File: src/m4k_pkg.sv
// Shared types and defaults for the M4' kernel weight pipeline.
// No dependencies; used by every module of the block.
package m4k_pkg;

  localparam int FRAC_BITS_DEF = 16;

  // kernel region of |x|
  typedef enum logic [1:0] {
    BR_INNER,
    BR_OUTER,
    BR_ZERO
  } br_t;

endpackage

File: src/m4prime_kernel_weight_top.sv
// Top level of the M4' kernel weight block with diffusion correction.
// Holds the input and coefficient registers; uses m4k_pkg, m4k_poly, m4k_diff.
//
//   port group      | direction | flow control
//   in_  / start    | in        | taken when start and not busy
//   out_ / out_valid| out       | one-cycle strobe, no back-pressure
//   cfg_ / cfg_we   | in        | written on cfg_we
//
// One item per cycle. An item passes through six register stages before its result
// strobe rises: input, square, second product, polynomial terms, c^2 product,
// combine and clamp.
// busy is always low: the pipeline has no stall path since the receiver
// cannot hold results off. Synchronous reset clears valids and the coefficient.
module m4prime_kernel_weight_top import m4k_pkg::*; #(
  parameter int FRAC_BITS = FRAC_BITS_DEF
) (
  input  logic                        clk,
  input  logic                        rst_n,
  input  logic                        start,
  output logic                        busy,
  input  logic signed [FRAC_BITS+2:0] in_position,
  output logic                        out_valid,
  output logic signed [FRAC_BITS+4:0] out_weight,
  output logic                        out_saturated,
  input  logic                        cfg_we,
  input  logic        [FRAC_BITS:0]   cfg_diffusion_coef
);

  localparam int F   = FRAC_BITS;
  localparam int CFW = F + 1;
  localparam int CPW = 2 * CFW;
  localparam int CW  = F + 2;
  localparam int TW  = F + 6;
  localparam int WW  = F + 5;
  localparam logic signed [WW-1:0] W_HI = {1'b0, {(WW-1){1'b1}}};
  localparam logic signed [WW-1:0] W_LO = {1'b1, {(WW-1){1'b0}}};

  logic                 s0_vld_r;
  logic signed [F+2:0]  s0_pos_r;
  logic [CFW-1:0]       coef_r;
  logic [CPW-1:0]       coef_sq;
  logic [CW-1:0]        c2_nxt;
  logic [CW-1:0]        c2_r;

  logic                 p_vld;
  logic signed [TW-1:0] p_first;
  logic signed [TW-1:0] p_mult;

  assign busy    = 1'b0;
  assign coef_sq = coef_r * coef_r;
  assign c2_nxt  = CW'(coef_sq >> F) + CW'(coef_sq[F-1]);

  always_ff @(posedge clk) begin
    if (!rst_n) begin
      s0_vld_r <= 1'b0;
      coef_r   <= '0;
      c2_r     <= '0;
    end else begin
      s0_vld_r <= start && !busy;
      if (cfg_we) begin
        coef_r <= cfg_diffusion_coef;
      end
      c2_r <= c2_nxt;
    end
    s0_pos_r <= in_position;
  end

  m4k_poly #(
    .FRAC_BITS (FRAC_BITS)
  ) u_poly (
    .clk       (clk),
    .rst_n     (rst_n),
    .in_vld    (s0_vld_r),
    .in_pos    (s0_pos_r),
    .out_vld   (p_vld),
    .out_first (p_first),
    .out_mult  (p_mult)
  );

  m4k_diff #(
    .FRAC_BITS (FRAC_BITS)
  ) u_diff (
    .clk        (clk),
    .rst_n      (rst_n),
    .in_vld     (p_vld),
    .in_first   (p_first),
    .in_mult    (p_mult),
    .c2         (c2_r),
    .out_vld    (out_valid),
    .out_weight (out_weight),
    .out_sat    (out_saturated)
  );

  a_lat_fwd: assert property (@(posedge clk) disable iff (!rst_n)
    start |-> ##6 out_valid)
    else $error("item did not come out after six cycles");

  a_lat_back: assert property (@(posedge clk) disable iff (!rst_n)
    out_valid |-> $past(start, 6))
    else $error("result without a matching item");

  a_sat_val: assert property (@(posedge clk) disable iff (!rst_n)
    (out_valid && out_saturated) |-> (out_weight == W_HI || out_weight == W_LO))
    else $error("saturated flag with unclamped weight");

endmodule

File: src/m4k_poly.sv
// Polynomial front end: |x|, region select, square, cube/outer products, terms.
// Three register stages. Depends on m4k_pkg.
module m4k_poly import m4k_pkg::*; #(
  parameter int FRAC_BITS = FRAC_BITS_DEF
) (
  input  logic                        clk,
  input  logic                        rst_n,
  input  logic                        in_vld,
  input  logic signed [FRAC_BITS+2:0] in_pos,
  output logic                        out_vld,
  output logic signed [FRAC_BITS+5:0] out_first,
  output logic signed [FRAC_BITS+5:0] out_mult
);

  localparam int F   = FRAC_BITS;
  localparam int PW  = F + 3;
  localparam int SW  = F + 1;
  localparam int AW  = F + 1;
  localparam int P1W = 2 * SW;
  localparam int P2W = SW + AW;
  localparam int XW  = P2W + 1;
  localparam int TW  = F + 6;
  localparam logic [PW-1:0] TWO_Q = PW'(1) << (F + 1);

  // stage 1
  logic [PW-1:0]  pos_u;
  logic [PW-1:0]  a_c;
  logic [PW-1:0]  d_full;
  logic [SW-1:0]  b_c;
  br_t            br_c;

  logic           s1_vld_r;
  br_t            s1_br_r;
  logic [AW-1:0]  s1_a_r;
  logic [P1W-1:0] s1_sq_r;

  assign pos_u  = in_pos;
  assign a_c    = pos_u[PW-1] ? (~pos_u + PW'(1)) : pos_u;
  assign d_full = TWO_Q - a_c;

  always_comb begin
    if (a_c[PW-1:F] == '0) begin
      br_c = BR_INNER;
      b_c  = a_c[SW-1:0];
    end else if (a_c[PW-1:F+1] == '0) begin
      br_c = BR_OUTER;
      b_c  = d_full[SW-1:0];
    end else begin
      br_c = BR_ZERO;
      b_c  = '0;
    end
  end

  always_ff @(posedge clk) begin
    if (!rst_n) begin
      s1_vld_r <= 1'b0;
    end else begin
      s1_vld_r <= in_vld;
    end
    s1_br_r <= br_c;
    s1_a_r  <= a_c[AW-1:0];
    s1_sq_r <= b_c * b_c;
  end

  // stage 2: a2 or d2, then times a
  logic [SW-1:0]  s_c;
  logic           s2_vld_r;
  br_t            s2_br_r;
  logic [SW-1:0]  s2_s_r;
  logic [P2W-1:0] s2_pr_r;

  assign s_c = SW'(s1_sq_r >> F) + SW'(s1_sq_r[F-1]);

  always_ff @(posedge clk) begin
    if (!rst_n) begin
      s2_vld_r <= 1'b0;
    end else begin
      s2_vld_r <= s1_vld_r;
    end
    s2_br_r <= s1_br_r;
    s2_s_r  <= s_c;
    s2_pr_r <= s_c * s1_a_r;
  end

  // stage 3: inner P/2 and Q, outer u and v
  logic [SW-1:0]        a3_c;
  logic signed [TW-1:0] a2_t;
  logic signed [TW-1:0] a3_t;
  logic signed [TW-1:0] two_t;
  logic signed [TW-1:0] p_t;
  logic signed [TW-1:0] q_t;
  logic                 p_neg;
  logic [TW-1:0]        p_mag;
  logic [TW-1:0]        h_mag;
  logic signed [TW-1:0] half_t;
  logic [XW-1:0]        dsh;
  logic [XW-1:0]        x_m;
  logic [XW-1:0]        y_m;
  logic [XW-1:0]        u_mag;
  logic [XW-1:0]        v_mag;
  logic signed [TW-1:0] u_t;
  logic signed [TW-1:0] v_t;
  logic signed [TW-1:0] first_c;
  logic signed [TW-1:0] mult_c;

  logic                 s3_vld_r;
  logic signed [TW-1:0] s3_first_r;
  logic signed [TW-1:0] s3_mult_r;

  assign a3_c   = SW'(s2_pr_r >> F) + SW'(s2_pr_r[F-1]);
  assign a2_t   = TW'(s2_s_r);
  assign a3_t   = TW'(a3_c);
  assign two_t  = TW'(1) << (F + 1);
  assign p_t    = two_t - ((a2_t <<< 2) + a2_t) + ((a3_t <<< 1) + a3_t);
  assign q_t    = two_t - ((a2_t <<< 3) + a2_t) + ((a3_t <<< 2) + (a3_t <<< 1));
  assign p_neg  = p_t[TW-1];
  assign p_mag  = p_neg ? -p_t : p_t;
  assign h_mag  = (p_mag >> 1) + TW'(p_mag[0]);
  assign half_t = p_neg ? -$signed(h_mag) : $signed(h_mag);

  assign dsh   = XW'(s2_s_r) << F;
  assign x_m   = XW'(s2_pr_r) - dsh;
  assign y_m   = (XW'(s2_pr_r) << 1) - dsh;
  assign u_mag = (x_m >> (F + 1)) + XW'(x_m[F]);
  assign v_mag = (y_m >> F) + XW'(y_m[F-1]);
  assign u_t   = -$signed(TW'(u_mag));
  assign v_t   = -$signed(TW'(v_mag));

  always_comb begin
    unique case (s2_br_r)
      BR_INNER: begin
        first_c = half_t;
        mult_c  = q_t;
      end
      BR_OUTER: begin
        first_c = u_t;
        mult_c  = v_t;
      end
      default: begin
        first_c = '0;
        mult_c  = '0;
      end
    endcase
  end

  always_ff @(posedge clk) begin
    if (!rst_n) begin
      s3_vld_r <= 1'b0;
    end else begin
      s3_vld_r <= s2_vld_r;
    end
    s3_first_r <= first_c;
    s3_mult_r  <= mult_c;
  end

  assign out_vld   = s3_vld_r;
  assign out_first = s3_first_r;
  assign out_mult  = s3_mult_r;

endmodule

File: src/m4k_diff.sv
// Diffusion correction: c^2 times the second term, subtract, clamp.
// Two register stages. Depends on m4k_pkg.
module m4k_diff import m4k_pkg::*; #(
  parameter int FRAC_BITS = FRAC_BITS_DEF
) (
  input  logic                        clk,
  input  logic                        rst_n,
  input  logic                        in_vld,
  input  logic signed [FRAC_BITS+5:0] in_first,
  input  logic signed [FRAC_BITS+5:0] in_mult,
  input  logic        [FRAC_BITS+1:0] c2,
  output logic                        out_vld,
  output logic signed [FRAC_BITS+4:0] out_weight,
  output logic                        out_sat
);

  localparam int F   = FRAC_BITS;
  localparam int TW  = F + 6;
  localparam int MG  = F + 4;
  localparam int CW  = F + 2;
  localparam int PRW = CW + MG;
  localparam int RW  = F + 6;
  localparam int EW  = F + 8;
  localparam int WW  = F + 5;
  localparam logic signed [EW-1:0] W_HI = (EW'(1) << (F + 4)) - EW'(1);
  localparam logic signed [EW-1:0] W_LO = -(EW'(1) << (F + 4));

  // stage 4
  logic                 neg_c;
  logic [TW-1:0]        m_abs;
  logic                 s4_vld_r;
  logic                 s4_neg_r;
  logic signed [TW-1:0] s4_first_r;
  logic [PRW-1:0]       s4_prod_r;

  assign neg_c = in_mult[TW-1];
  assign m_abs = neg_c ? -in_mult : in_mult;

  always_ff @(posedge clk) begin
    if (!rst_n) begin
      s4_vld_r <= 1'b0;
    end else begin
      s4_vld_r <= in_vld;
    end
    s4_neg_r   <= neg_c;
    s4_first_r <= in_first;
    s4_prod_r  <= c2 * m_abs[MG-1:0];
  end

  // stage 5
  logic [RW-1:0]        r_c;
  logic signed [EW-1:0] f_ext;
  logic signed [EW-1:0] r_ext;
  logic signed [EW-1:0] w_c;
  logic signed [WW-1:0] weight_nxt;
  logic                 sat_nxt;

  logic                 out_vld_r;
  logic signed [WW-1:0] weight_r;
  logic                 sat_r;

  assign r_c   = RW'(s4_prod_r >> F) + RW'(s4_prod_r[F-1]);
  assign f_ext = EW'(s4_first_r);
  assign r_ext = $signed(EW'(r_c));
  assign w_c   = s4_neg_r ? (f_ext + r_ext) : (f_ext - r_ext);

  always_comb begin
    priority if (w_c > W_HI) begin
      weight_nxt = W_HI[WW-1:0];
      sat_nxt    = 1'b1;
    end else if (w_c < W_LO) begin
      weight_nxt = W_LO[WW-1:0];
      sat_nxt    = 1'b1;
    end else begin
      weight_nxt = w_c[WW-1:0];
      sat_nxt    = 1'b0;
    end
  end

  always_ff @(posedge clk) begin
    if (!rst_n) begin
      out_vld_r <= 1'b0;
    end else begin
      out_vld_r <= s4_vld_r;
    end
    weight_r <= weight_nxt;
    sat_r    <= sat_nxt;
  end

  assign out_vld    = out_vld_r;
  assign out_weight = weight_r;
  assign out_sat    = sat_r;

endmodule
File: config.mk
export PLATFORM = sky130hd
export DESIGN_NAME = m4prime_kernel_weight_top
export DESIGN_NICKNAME = d
export VERILOG_FILES = /design/src/m4k_pkg.sv /design/src/m4prime_kernel_weight_top.sv /design/src/m4k_poly.sv /design/src/m4k_diff.sv
export SDC_FILE = /design/constraint.sdc
export NUM_CORES = 2
export LEC_CHECK = 0
export BUFFER_PORTS_ARGS = -buffer_cell sky130_fd_sc_hd__buf_2
export CAP_MARGIN = 5
export CORE_MARGIN = 5
export CORE_UTILIZATION = 55
export DETAILED_ROUTE_END_ITERATION = 10
export PLACE_DENSITY = 0.74
export SYNTH_ARGS = -nofsm -noshare
export SYNTH_HDL_FRONTEND = slang
export SYNTH_SLANG_ARGS = --single-unit
File: constraint.sdc
create_clock -name clk -period 8.45 [get_ports clk]
set_input_delay 0.845 -clock clk [delete_from_list [all_inputs] [get_ports clk]]
set_output_delay 0.845 -clock clk [all_outputs]
set_load 0.005 [all_outputs]
==> flow_summary.json <==
{
  "run_status": "completed",
  "synth-compound-area-share": 0.09177,
  "synthToLayoutAreaGrowth_pct": 8.673,
  "post_synth_instance_area_sq_mm": 0.05464,
  "worst_slew_pin_slew_ps": 1004,
  "critical_path_arrival_ps": 8940,
  "synthCells": 6347,
  "die-width_microns": 325.2,
  "timing_hold_violations_final": 0,
  "grt_start_max_net_pins": 44,
  "finalNonFillerCells": 7797,
  "synthAdderAreaFrac": 0.4704,
  "unrepaired_setup_endpoints_after_global_routing": "yes",
  "cap_viol_max_count": 0,
  "rrSetupSlack_ps": 4,
  "synth_flop_cell": "sky130_fd_sc_hd__dfxtp_1",
  "num-nets-final": 8042,
  "drc": 0,
  "netlist_top_cells_count": "sky130_fd_sc_hd__inv_1 (1215), sky130_fd_sc_hd__fa_1 (896), sky130_fd_sc_hd__nand2_1 (784), sky130_fd_sc_hd__ha_1 (621), sky130_fd_sc_hd__and2_1 (305)",
  "min-delay-path-class": "register to register",
  "crit_path_max_fanout": 4,
  "antenna_found_initial": 0,
  "synthSimpleGateAreaFrac": 0.1642,
  "cts_inserted_buffers": 31,
  "final-max-slew-violation-count": 0,
  "crit_slowest_cell": "sky130_fd_sc_hd__fa_2",
  "critical_path_end_type": "register",
  "layout-drive-gt1-share": 0.08940,
  "synthMuxAreaShare": 0.008197,
  "placement.io_buffers": 62,
  "wire_per_inst_microns": 16.80,
  "first_pass_iteration_count_of_the_detailed_router": 7,
  "postLayoutSetupSlackWorst_ps": 3.813,
  "placed_cells": 7726,
  "maxClockFrequency_mhz": 118.4,
  "dr_total_vias": 42704,
  "gr-usage-all-layers": 0.2460,
  "detail_route.wirelength_microns": 131000,
  "yosys_register_bits": 247,
  "synth-edff-count": 0,
  "clkSinkCount": 247,
  "critical_path.top_delay_family": "adder cells",
  "critPathKind": "register to register",
  "root_buffer": "sky130_fd_sc_hd__clkbuf_16",
  "global_route.overflow_total": 0,
  "synth_sequential_area_ratio": 0.09049,
  "yosys.cell_count.top_type": "sky130_fd_sc_hd__inv_1",
  "drtAntennaViolNets": 0,
  "worst_setup_path_start_kind": "register",
  "die_y_microns": 325.2,
  "gpl.final_weighted_congestion": 0.9535,
  "max-clock-path-buffers": 3,
  "period_share": 0.9995,
  "die-area_sq_mm": 0.1058,
  "syn-mean-instance-area_sq_um": 8.610,
  "post-route-min-period_ps": 8446,
  "setup-violations-final": 0,
  "synth_top_family_by_area": "adder cells",
  "yosys_warnings": 0,
  "cp.required_ps": 8940,
  "hpwl_microns": 109600,
  "yosys-top-cells-area": "sky130_fd_sc_hd__fa_1 (33%), sky130_fd_sc_hd__ha_1 (14%), sky130_fd_sc_hd__dfxtp_1 (9.0%), sky130_fd_sc_hd__inv_1 (8.3%), sky130_fd_sc_hd__nand2_1 (5.4%)",
  "initial_core_util": 0.5544,
  "synth_xor_area_frac": 0.07453,
  "cts.htree.levels": 1,
  "cp.buffers_inverters": 6,
  "core.rowCount": 115,
  "skew_ps": 29.12,
  "first_global_vias": 44280,
  "ios": 64,
  "yosysTopAreaCell": "sky130_fd_sc_hd__fa_1",
  "tritoncts": "done",
  "vias_per_cell": 5.477,
  "slew_headroom": 0.3257,
  "place_ws_ps": -221.9,
  "synth.top_cell.area_share": 0.3283,
  "clk_transition_reported_paths_ps": 60,
  "grt_first_pass_wirelength_microns": 217900,
  "antenna_cells_inserted": 0,
  "first_iter_violations": 2623,
  "floorplan.core_area_sq_mm": 0.09856,
  "worstSkewPairLatency_ps": 630,
  "critPathMostFrequentCell": "sky130_fd_sc_hd__fa_1",
  "synth.distinct_cells": 118,
  "cpPeakStageDelay_ps": 570,
  "ys_async_sr_fraction": 0
}
==> worst paths after layout <==
check                             from                    end  cells after the start
hold reg to reg   u_poly.out_first[16]  u_diff.s4_first_r[16]                      0
setup reg to reg           s0_pos_r[3]     u_poly.s1_sq_r[32]                     36
setup / recovery           s0_pos_r[3]     u_poly.s1_sq_r[32]                     36
hold / removal    u_poly.out_first[16]  u_diff.s4_first_r[16]                      0
==> per-layer routing <==
metal  GRT usage  vias to the layer above  wire length, microns
met1      0.3258                    21130                 55390
met4     0.06769                        0                  3823
li1            -                    20187                     -
met3     0.02559                      257                  7448
met5           0                        -                     0
met2      0.4312                     1130                 64310
==> flip-flops by register name, summed over array words and instances (netlist names), 18 cells and up <==
register / count
u_poly.out_first: 22
c2_r: 18
u_diff.s4_first_r: 22
s0_pos_r: 19
u_poly.out_mult: 21
u_poly.s2_pr_r: 20
u_diff.out_weight: 21
u_poly.s1_sq_r: 18
u_diff.s4_prod_r: 23
==> layout by cell type (no fill, tap or decap), types with 23 or more instances in the layout <==
cell / netlist / final
sky130_fd_sc_hd__inv_1: 1215 / 1206
sky130_fd_sc_hd__fa_1: 896 / 892
sky130_fd_sc_hd__nand2_1: 784 / 775
sky130_fd_sc_hd__ha_1: 621 / 609
sky130_fd_sc_hd__and2_1: 305 / 299
sky130_fd_sc_hd__nor2_1: 299 / 287
sky130_fd_sc_hd__xnor2_1: 297 / 285
sky130_fd_sc_hd__buf_4: 3 / 248
sky130_fd_sc_hd__dfxtp_1: 247 / 245
sky130_fd_sc_hd__a21oi_1: 219 / 209
sky130_fd_sc_hd__xor2_1: 156 / 153
sky130_fd_sc_hd__o21ai_0: 145 / 134
sky130_fd_sc_hd__nor3_1: 93 / 93
sky130_fd_sc_hd__nand3_1: 89 / 83
sky130_fd_sc_hd__buf_2: 6 / 62
sky130_fd_sc_hd__a21o_1: 59 / 59
sky130_fd_sc_hd__nor2b_1: 53 / 51
sky130_fd_sc_hd__o21a_1: 39 / 39
sky130_fd_sc_hd__mux2i_1: 38 / 38
sky130_fd_sc_hd__and3_1: 39 / 37
sky130_fd_sc_hd__nand2b_1: 35 / 35
sky130_fd_sc_hd__or3_1: 35 / 33
sky130_fd_sc_hd__clkbuf_16: 0 / 31
sky130_fd_sc_hd__a31oi_1: 33 / 30
sky130_fd_sc_hd__a211oi_1: 33 / 30
sky130_fd_sc_hd__o21bai_1: 29 / 29
sky130_fd_sc_hd__nand4_1: 25 / 25
sky130_fd_sc_hd__o22ai_1: 25 / 24
sky130_fd_sc_hd__o31ai_1: 30 / 23
==> repair_timing <==
| action | 4_1_cts | 5_1_grt |
|---|---|---|
| hold buffers | 0 | 0 |
| endpoints found under the setup margin | 9 | 35 |
| setup buffers | 3 | 12 |
| gates resized for setup | 24 | 118 |
| pin swaps | 10 | 68 |
| hold endpoints to repair | 0 | 0 |
==> worst register-to-register path: cells and delay by family (launching register included) <==
kind	cells	cell delay [ps]
xor+xnor	3	440
fa+ha+maj	7	3310
compound gates	7	1200
buf+inv	6	490
flops	1	310
simple gates	13	2560
==> area by class of cell <==
class | count | area (sq um)
Fill cell | 8512 | 39180
Tap cell | 1287 | 1610
Sequential cell | 247 | 4947
Inverter | 1224 | 4602
Timing Repair Buffer | 312 | 2195
Clock inverter | 21 | 221.5
Clock buffer | 37 | 838.3
Multi-Input combinational cell | 4669 | 44970
==> stage by stage <==
stage                     cell area (sq um)  hold WS (ps)    util  setup TNS [ps]
final                                 59380         324.9  0.6025               0
after global routing                  59380         302.7  0.6025           -1905
after CTS                             58820         290.9  0.5968          -61.13
after detailed placement              57630         312.8  0.5847          -717.4
after global placement                57630         310.8  0.5847          -134.3
after floorplan                       54830         309.6       -               0
==> kinds of logic (layout without fill, tap and decap cells) <==
| family | after synthesis | after routing |
|---|---|---|
| fa+ha+maj | 1517 | 1517 |
| buf+inv | 1441 | 1594 |
| xor+xnor | 458 | 458 |
| flops | 247 | 247 |
| other cells | 2 | 12 |
| compound gates | 762 | 762 |
| simple gates | 1876 | 1876 |
| mux | 44 | 44 |
Power is left out: the tool's default activity adds up to more than one toggle a clock period on the data nets, which glitch-free logic cannot reach.
